<file path="config.mk">
export PLATFORM = sky130hd
export DESIGN_NAME = bytecode_stack_executor_unit
export DESIGN_NICKNAME = d
export VERILOG_FILES = /design/src/hw/rtl/bse_pkg.sv /design/src/hw/rtl/bytecode_stack_executor_unit.sv
export SDC_FILE = /design/constraint.sdc
export NUM_CORES = 2
export LEC_CHECK = 0
export BUFFER_PORTS_ARGS = -buffer_cell sky130_fd_sc_hd__buf_2
export CAP_MARGIN = 40
export CORE_MARGIN = 2
export CORE_UTILIZATION = 60
export CTS_BUF_LIST = sky130_fd_sc_hd__clkbuf_4
export CTS_CLUSTER_SIZE = 10
export DETAILED_ROUTE_END_ITERATION = 6
export PLACE_DENSITY = 0.77
export SYNTH_ARGS = -nofsm -noshare
export SYNTH_HDL_FRONTEND = slang
export SYNTH_SLANG_ARGS = --single-unit
</file>
<file path="constraint.sdc">
create_clock -name aclk -period 96.2 [get_ports aclk]
set_input_delay 4.81 -clock aclk [delete_from_list [all_inputs] [get_ports aclk]]
set_output_delay 4.81 -clock aclk [all_outputs]
set_load 0.1 [all_outputs]
</file>
<file path="src/hw/rtl/bse_pkg.sv">
package bse_pkg;

    localparam int STACK_DEPTH = 16;
    localparam int LOCAL_SLOTS = 8;

    localparam int DATA_W   = 64;
    localparam int OP_W     = 8;
    localparam int SLOT_W   = 3;
    localparam int STATUS_W = 3;
    localparam int SP_W     = $clog2(STACK_DEPTH + 1);
    localparam int LOC_W    = (LOCAL_SLOTS > 1) ? $clog2(LOCAL_SLOTS) : 1;

    localparam int S_FIELDS_W = OP_W + SLOT_W + DATA_W;
    localparam int S_TDATA_W  = ((S_FIELDS_W + 7) / 8) * 8;
    localparam int M_TDATA_W  = DATA_W;

    localparam logic [OP_W-1:0] OP_ILOAD_0 = 8'h1a;
    localparam logic [OP_W-1:0] OP_ILOAD_2 = 8'h1c;
    localparam logic [OP_W-1:0] OP_LLOAD_0 = 8'h1e;
    localparam logic [OP_W-1:0] OP_LLOAD_2 = 8'h20;
    localparam logic [OP_W-1:0] OP_IADD    = 8'h60;
    localparam logic [OP_W-1:0] OP_LADD    = 8'h61;
    localparam logic [OP_W-1:0] OP_I2L     = 8'h85;
    localparam logic [OP_W-1:0] OP_IRETURN = 8'hac;
    localparam logic [OP_W-1:0] OP_LRETURN = 8'had;

    typedef enum logic [STATUS_W-1:0] {
        ST_EXEC     = 3'd0,
        ST_RET_INT  = 3'd1,
        ST_RET_LONG = 3'd2,
        ST_UNKNOWN  = 3'd3,
        ST_FAULT    = 3'd4
    } status_t;

    function automatic logic [DATA_W-1:0] sext32(input logic [DATA_W-1:0] v);
        return {{(DATA_W - 32){v[31]}}, v[31:0]};
    endfunction

endpackage

</file>
<file path="src/hw/rtl/bytecode_stack_executor_unit.sv">
// Executes a small set of JVM bytecodes on a stack of 64-bit entries and a set of locals.
// Input channel (s_): one beat is either an argument write (s_tuser = 1), which stores
// arg_value into local slot arg_slot, or an opcode to execute (s_tuser = 0).
// Result channel (m_): exactly one beat per input beat, in order; m_tuser carries the
// status (executed, returned int, returned long, unknown opcode, stack fault) and
// m_tdata the returned value, which is zero unless the status is a return.
// The result beat is registered and appears in the cycle after its input is accepted,
// and a new beat may be accepted in every cycle while the receiver takes results: the
// whole of one bytecode is evaluated between the input port and the result register,
// with the top two stack entries read at fixed places of a shifting register stack.
// If the receiver stalls, the pending result is held in the result register and
// s_tready stays low until it is taken; the input is accepted in the same cycle as
// the result leaves.
// Reset empties the stack and clears the result channel; locals and stack contents
// are left undefined until written.
module bytecode_stack_executor_unit (
    input  logic                             aclk,
    input  logic                             aresetn,
    input  logic                             s_tvalid,
    output logic                             s_tready,
    // opcode [7:0], arg_slot [10:8], arg_value [74:11], zero [79:75]
    input  logic [bse_pkg::S_TDATA_W-1:0]    s_tdata,
    // load_arg [0]
    input  logic                             s_tuser,
    output logic                             m_tvalid,
    input  logic                             m_tready,
    // result_value [63:0]
    output logic [bse_pkg::M_TDATA_W-1:0]    m_tdata,
    // status [2:0]
    output logic [bse_pkg::STATUS_W-1:0]     m_tuser
);

    localparam logic [bse_pkg::SP_W-1:0] SP_FULL = bse_pkg::SP_W'(bse_pkg::STACK_DEPTH);
    localparam logic [bse_pkg::SP_W-1:0] SP_ONE  = bse_pkg::SP_W'(1);
    localparam logic [bse_pkg::SP_W-1:0] SP_TWO  = bse_pkg::SP_W'(2);

    logic [bse_pkg::DATA_W-1:0] stk_reg [bse_pkg::STACK_DEPTH];
    logic [bse_pkg::DATA_W-1:0] loc_reg [bse_pkg::LOCAL_SLOTS];
    logic [bse_pkg::SP_W-1:0]   sp_reg, sp_next;

    logic                       m_valid_reg;
    bse_pkg::status_t           m_status_reg, m_status_next;
    logic [bse_pkg::DATA_W-1:0] m_value_reg, m_value_next;

    logic                        accept;
    logic [bse_pkg::OP_W-1:0]    opcode;
    logic [bse_pkg::SLOT_W-1:0]  arg_slot;
    logic [bse_pkg::DATA_W-1:0]  arg_value;
    logic [1:0]                  load_idx;
    logic [bse_pkg::DATA_W-1:0]  load_val;
    logic [bse_pkg::DATA_W-1:0]  top_new;
    logic                        do_push, do_pop, do_top;

    assign opcode    = s_tdata[bse_pkg::OP_W-1:0];
    assign arg_slot  = s_tdata[bse_pkg::OP_W +: bse_pkg::SLOT_W];
    assign arg_value = s_tdata[bse_pkg::OP_W + bse_pkg::SLOT_W +: bse_pkg::DATA_W];

    assign s_tready = !m_valid_reg || m_tready;
    assign accept   = s_tvalid && s_tready;

    always_comb begin
        case (load_idx)
            2'd0:    load_val = loc_reg[0];
            2'd1:    load_val = loc_reg[1];
            default: load_val = loc_reg[2];
        endcase
    end

    always_comb begin
        m_status_next = bse_pkg::ST_EXEC;
        m_value_next  = '0;
        sp_next       = sp_reg;
        load_idx      = 2'd0;
        top_new       = load_val;
        do_push       = 1'b0;
        do_pop        = 1'b0;
        do_top        = 1'b0;
        if (!s_tuser) begin
            unique case (opcode) inside
                [bse_pkg::OP_ILOAD_0:bse_pkg::OP_ILOAD_2],
                [bse_pkg::OP_LLOAD_0:bse_pkg::OP_LLOAD_2]: begin
                    if (opcode <= bse_pkg::OP_ILOAD_2) begin
                        load_idx = 2'(opcode - bse_pkg::OP_ILOAD_0);
                    end else begin
                        load_idx = 2'(opcode - bse_pkg::OP_LLOAD_0);
                    end
                    if (sp_reg == SP_FULL) begin
                        m_status_next = bse_pkg::ST_FAULT;
                    end else begin
                        top_new = load_val;
                        do_push = 1'b1;
                        sp_next = sp_reg + SP_ONE;
                    end
                end
                bse_pkg::OP_IADD, bse_pkg::OP_LADD: begin
                    if (sp_reg < SP_TWO) begin
                        m_status_next = bse_pkg::ST_FAULT;
                    end else begin
                        if (opcode == bse_pkg::OP_IADD) begin
                            top_new = {stk_reg[1][bse_pkg::DATA_W-1:32],
                                       stk_reg[0][31:0] + stk_reg[1][31:0]};
                        end else begin
                            top_new = stk_reg[0] + stk_reg[1];
                        end
                        do_pop  = 1'b1;
                        sp_next = sp_reg - SP_ONE;
                    end
                end
                bse_pkg::OP_I2L: begin
                    if (sp_reg < SP_ONE) begin
                        m_status_next = bse_pkg::ST_FAULT;
                    end else begin
                        top_new = bse_pkg::sext32(stk_reg[0]);
                        do_top  = 1'b1;
                    end
                end
                bse_pkg::OP_IRETURN, bse_pkg::OP_LRETURN: begin
                    if (sp_reg < SP_ONE) begin
                        m_status_next = bse_pkg::ST_FAULT;
                    end else if (opcode == bse_pkg::OP_IRETURN) begin
                        m_status_next = bse_pkg::ST_RET_INT;
                        m_value_next  = bse_pkg::sext32(stk_reg[0]);
                        sp_next       = '0;
                    end else begin
                        m_status_next = bse_pkg::ST_RET_LONG;
                        m_value_next  = stk_reg[0];
                        sp_next       = '0;
                    end
                end
                default: begin
                    m_status_next = bse_pkg::ST_UNKNOWN;
                end
            endcase
        end
    end

    // Entry 0 of the stack register is always the top of stack.
    always_ff @(posedge aclk) begin
        if (accept) begin
            if (do_push) begin
                stk_reg[0] <= top_new;
                for (int i = 1; i < bse_pkg::STACK_DEPTH; i++) begin
                    stk_reg[i] <= stk_reg[i-1];
                end
            end else if (do_pop) begin
                stk_reg[0] <= top_new;
                for (int i = 1; i < bse_pkg::STACK_DEPTH - 1; i++) begin
                    stk_reg[i] <= stk_reg[i+1];
                end
            end else if (do_top) begin
                stk_reg[0] <= top_new;
            end
            if (s_tuser && (int'(arg_slot) < bse_pkg::LOCAL_SLOTS)) begin
                loc_reg[bse_pkg::LOC_W'(arg_slot)] <= arg_value;
            end
        end
    end

    always_ff @(posedge aclk) begin
        if (!aresetn) begin
            sp_reg      <= '0;
            m_valid_reg <= 1'b0;
        end else begin
            if (accept) begin
                sp_reg <= sp_next;
            end
            if (s_tready) begin
                m_valid_reg <= s_tvalid;
            end
        end
    end

    always_ff @(posedge aclk) begin
        if (accept) begin
            m_status_reg <= m_status_next;
            m_value_reg  <= m_value_next;
        end
    end

    assign m_tvalid = m_valid_reg;
    assign m_tdata  = m_value_reg;
    assign m_tuser  = m_status_reg;

    a_sp_in_range: assert property (@(posedge aclk) disable iff (!aresetn)
        sp_reg <= SP_FULL)
        else $error("stack pointer beyond stack depth");

    a_return_empties: assert property (@(posedge aclk) disable iff (!aresetn)
        accept && (m_status_next == bse_pkg::ST_RET_INT ||
                   m_status_next == bse_pkg::ST_RET_LONG) |=> sp_reg == '0)
        else $error("stack not emptied after a return");

    a_fault_keeps_sp: assert property (@(posedge aclk) disable iff (!aresetn)
        accept && (m_status_next == bse_pkg::ST_FAULT ||
                   m_status_next == bse_pkg::ST_UNKNOWN) |=> sp_reg == $past(sp_reg))
        else $error("stack pointer changed on a fault or unknown opcode");

    a_value_zero: assert property (@(posedge aclk) disable iff (!aresetn)
        m_tvalid && m_tuser != bse_pkg::ST_RET_INT && m_tuser != bse_pkg::ST_RET_LONG
        |-> m_tdata == '0)
        else $error("non-zero value on a result that is not a return");

endmodule
</file>
## After elaboration in Yosys (flattened, before gate mapping)

Memories as Yosys holds them, arrays and structs flattened.
Cells that the tools add are included.

- Memories kept: 2
- Register bits after elaboration: 73
- Bits in writable memories: 1,536
- Input port bits: 85

Memories:

| memory | depth | width | rd ports | clocked after memory_dff | wr ports | RTL line | source |
|---|---|---|---|---|---|---|---|
| stk_reg | 16 | 64 | 16 | 0 | 16 | bytecode_stack_executor_unit.sv:37 | `logic [bse_pkg::DATA_W-1:0] stk_reg [bse_pkg::STACK_DEPTH];` |
| loc_reg | 8 | 64 | 3 | 0 | 1 | bytecode_stack_executor_unit.sv:38 | `logic [bse_pkg::DATA_W-1:0] loc_reg [bse_pkg::LOCAL_SLOTS];` |

- Add/sub/neg operators: 6
- Magnitude comparators: 6
- Reductions and logical operators: 12
- Eq/ne operators: 10
- Bitwise gates (word level): 18
- Mux-type cells: 60

Operator list:

| kind | count |
|---|---|
| $mux 64 | 21 |
| $pmux 64 s2 | 2 |
| $add 64x64->64 | 1 |
| $add 32x32->32 | 1 |
| $eq 8x8->1 const B | 3 |
| $mux 1 | 24 |
| $eq 8x7->1 const B | 2 |
| $ge 8x5->1 const B | 2 |
| $or 1x1->1 | 16 |
| $mux 5 | 3 |
| $pmux 5 s3 | 1 |
| $mux 3 | 4 |
| $pmux 3 s4 | 1 |
| $le 8x5->1 const B | 1 |
| $le 8x6->1 const B | 1 |
| $mux 2 | 4 |
| $ne 2x2->1 const B | 3 |
| $reduce_and 6->1 | 1 |
| $reduce_or 2->1 | 3 |
| $add 5x1->5 const B | 1 |
| $eq 5x5->1 const B | 1 |
| $lt 5x1->1 const B | 1 |
| $lt 5x2->1 const B | 1 |
| $sub 5x1->5 const B | 1 |
| 9 further kinds | 13 |

## Depth between registers and ports, before layout

- Depth in word-level cells: 12
- Gate-level depth with buffers: 12
- Depth with buffers taken out: 11

## Worst setup path before layout

No wires, ideal clock.

- Path type: input-to-reg
- Start: input m_tready
- End: memory stk_reg[0][100] in the netlist's numbering, enable pin
- Required time: 93.736 ns
- Arrival time: 50.624 ns
- Slack: 43.112 ns
- Library setup time: 2.464 ns
- Stages: 5
- Path buffers: 1
- Cell sequence: nand2b_1 and2_1 nand2b_1 clkbuf_1 a21oi_1

RTL lines:

| element | RTL line | source |
|---|---|---|
| start: declaration | bytecode_stack_executor_unit.sv:26 | `input logic m_tready,` |
| end: declaration | bytecode_stack_executor_unit.sv:37 |  |

## Final worst setup path

- Start: input m_tready
- End: output s_tready

- Word-level cells in the longest chain between the ends: 1

RTL lines:

| element | RTL line | source |
|---|---|---|
| $logic_or 1x1->1 | bytecode_stack_executor_unit.sv:58 | `assign s_tready = !m_valid_reg \|\| m_tready;` |
| end: declaration | bytecode_stack_executor_unit.sv:20 | `output logic s_tready,` |

Every way passes these cells.

==> reports/qor.txt <==
CP max FO = 3
H-tree depth = 5
Mapped Cells = 3477
Reg2reg end = stk_reg[0][458]
Number of flip-flops under the largest register name = 1024
Root buffer cell = clkbuf_4
Mapped Avg Cell Area = 16.3 um^2
#FFs+latches synth = 1289
Final GP Congestion = 0.921
Post-CTS sizing = 0
# hold bufs at CTS = 0
CP arrival = 5450 ps
First-pass iteration count of the detailed router = 6
CP delay by family, top = buffers and inverters
Layout net count = 3974
Avg WL per Cell = 21.2 um
Crit path time final = 10260 ps
Fin Setup TNS = 0 ps
Routed WL = 112000 um
Reg2Reg Launch Point = m_tvalid
Period Utilization, post-route = 10.7%
CP required = 91390 ps
Core Area = 93300 um^2
I/O pin total = 154
Endpoint type of the worst setup path = output pin
Number of global-route vias before repair = 31200
Main flop type after synthesis = edfxtp_1
Pleak = 0.0191 uW
CP cell instances = buf_2 -> nand2b_1 -> buf_2
Sink Count = 1289
Worst relative slew slack = 19.2%
Most frequent cells in the layout = 1283 x edfxtp_1, 896 x mux2_2, 473 x clkbuf_4, 162 x nor2_1, 154 x buf_2
Post-Place Setup Slack = 85940 ps
Worst vdd ir = 11.1 uV
Synth Area in Simple Gates = 4.11%
Pin count of the biggest net entering global routing = 201
Ys Warns = 0
Post-DP HPWL = 70000 um
R2R Setup Slk = 91280 ps
Design Power = 1090 uW
Clk Latency, worst-skew pair = 1150 ps
DIE WIDTH = 311 um
CP Launch Type = input port
Gr ovfl total = 0
Fmax = 0.0975 GHz
Register area share after synthesis = 68.4%
Share of layout cells above drive strength 1 = 40.6%
Clock transition at path regs = 60 ps
Area grow syn2layout = 10.9%
Adder-Cell Fraction of Synth Area = 1.50%
RSZ-0062 raised after global routing = false
WP buf/inv = 2
Initial Utilization = 60.6%
DIE HEIGHT = 311 um
CTS buffer count = 336
Max Cap Violations = 0
Mapped cell area = 56500 um^2
Die Footprint = 96700 um^2
Rows = 112
Tightest Pin Transition = 1210 ps
Worst setup path category = in -> out
Pwr/cell area = 17.4 nW/um^2
Commonest non-fill, non-tap cell in the layout = edfxtp_1
Clock Path Buffers = 4
Setup ws final = 85940 ps
Via/cell ratio = 5.96
Combinational family with the most area after synthesis = multiplexers
CTS tree = yes
Initial antenna violation count = 24
Final Skew = 106 ps
Distinct cells, synth = 91
DRT antenna net count = 0
Final hold violations = 0
CP peak stage delay = 440 ps
Run status = finished clean
Worst hold start = stk_reg[1][424]
Total GRT Usage = 22.8%
Number of flops mapped to enable cells by yosys = 1283
Min-Delay Endpoint = stk_reg[1][488]
WHS Path Cells = 0
Syn nets = 3629
DR iter-0 viols = 2952
Multiplexer share of the synthesized area = 18.0%
Slew Viols, Final = 0
Final setup vio count = 0
Via Count = 31500
Post-Synth XOR/XNOR Area = 0.775%
Min-delay worst type = reg -> reg
DRC Markers = 0
Port Buf Inserts = 148
Asr flop ratio synth = 0%
Max stage delay cell, worst path = buf_2
Global-route wire length before repair = 173000 um
Synth Area in Compound Gates = 5.55%
Most frequent CP cell = buf_2
Setup Buffers After CTS = 0
R2R cell count = 9
power breakdown:
part / total, uW / switching [uW] / internal, uW
logic: 21.2 / 16.8 / 4.31
registers: 614 / 1.09 / 613
clock network: 453 / 213 / 240
total: 1090 / 231 / 858
per-layer routing:
layer	up-vias	part of all wire [%]	wire length, um	global-route usage [%]
li1	14500	-	-	-
met1	15700	45	50100	32.6
met2	1051	45	50600	33.2
met3	215	7.1	7960	6.05
met4	22	3.0	3340	9.89
met5	-	0.13	148	0
Yosys cell counts (22+ instances only):
library cell	count	area share [%]
and2_1	36	0.40
mux2_2	896	18
o22ai_1	61	0.67
xnor2_1	22	0.34
nand2_1	92	0.61
o21ai_0	70	0.62
inv_1	22	0.15
ha_1	66	1.5
nor3_1	50	0.44
nand4_1	28	0.31
edfxtp_1	1283	68
nor2_1	165	1.1
clkbuf_1	64	0.42
o32ai_1	28	0.43
buf_2	113	1.0
a21o_1	51	0.68
nand3_1	26	0.23
a21oi_1	131	1.2
xor2_1	28	0.43
stage by stage:
step | cell area [um^2] | util [%] | hold slack (ps) | cells
after floorplan | 56500 | - | 422 | 3477
after global placement | 58400 | 62.5 | 424 | 4720
after detailed placement | 58700 | 62.9 | 431 | 4738
after CTS | 62700 | 67.1 | 394 | 5279
after global routing | 62700 | 67.2 | 414 | 5287
final | 62700 | 67.2 | 389 | 5292
layout make-up:
cell class	instances	area (um^2)
Clock inverter	68	427
Antenna cell	13	32.5
Fill cell	6523	30600
Clock buffer	473	3550
Inverter	22	82.6
Timing Repair Buffer	199	1390
Sequential cell	1289	38600
Tap cell	1254	1570
Multi-Input combinational cell	1974	17000
cell families after synthesis:
group | count (synthesis)
XOR/XNOR | 50
flip-flops | 1289
buffers and inverters | 214
AND/OR/NAND/NOR | 476
adder cells (fa/ha/maj) | 67
multiplexers | 905
AO/OA/AOI/OAI | 476
worst max path at each step:
stage / cells past startpoint / start / to
3_3_place_gp: 3 / m_tready / s_tready
3_5_place_dp: 3 / m_tready / s_tready
2_1_floorplan: 5 / m_tready / stk_reg[0][100]
5_1_grt: 3 / m_tready / s_tready
6_report: 3 / m_tready / s_tready
4_1_cts: 3 / m_tready / s_tready
No activity file was read; power rests on OpenSTA's default activity.
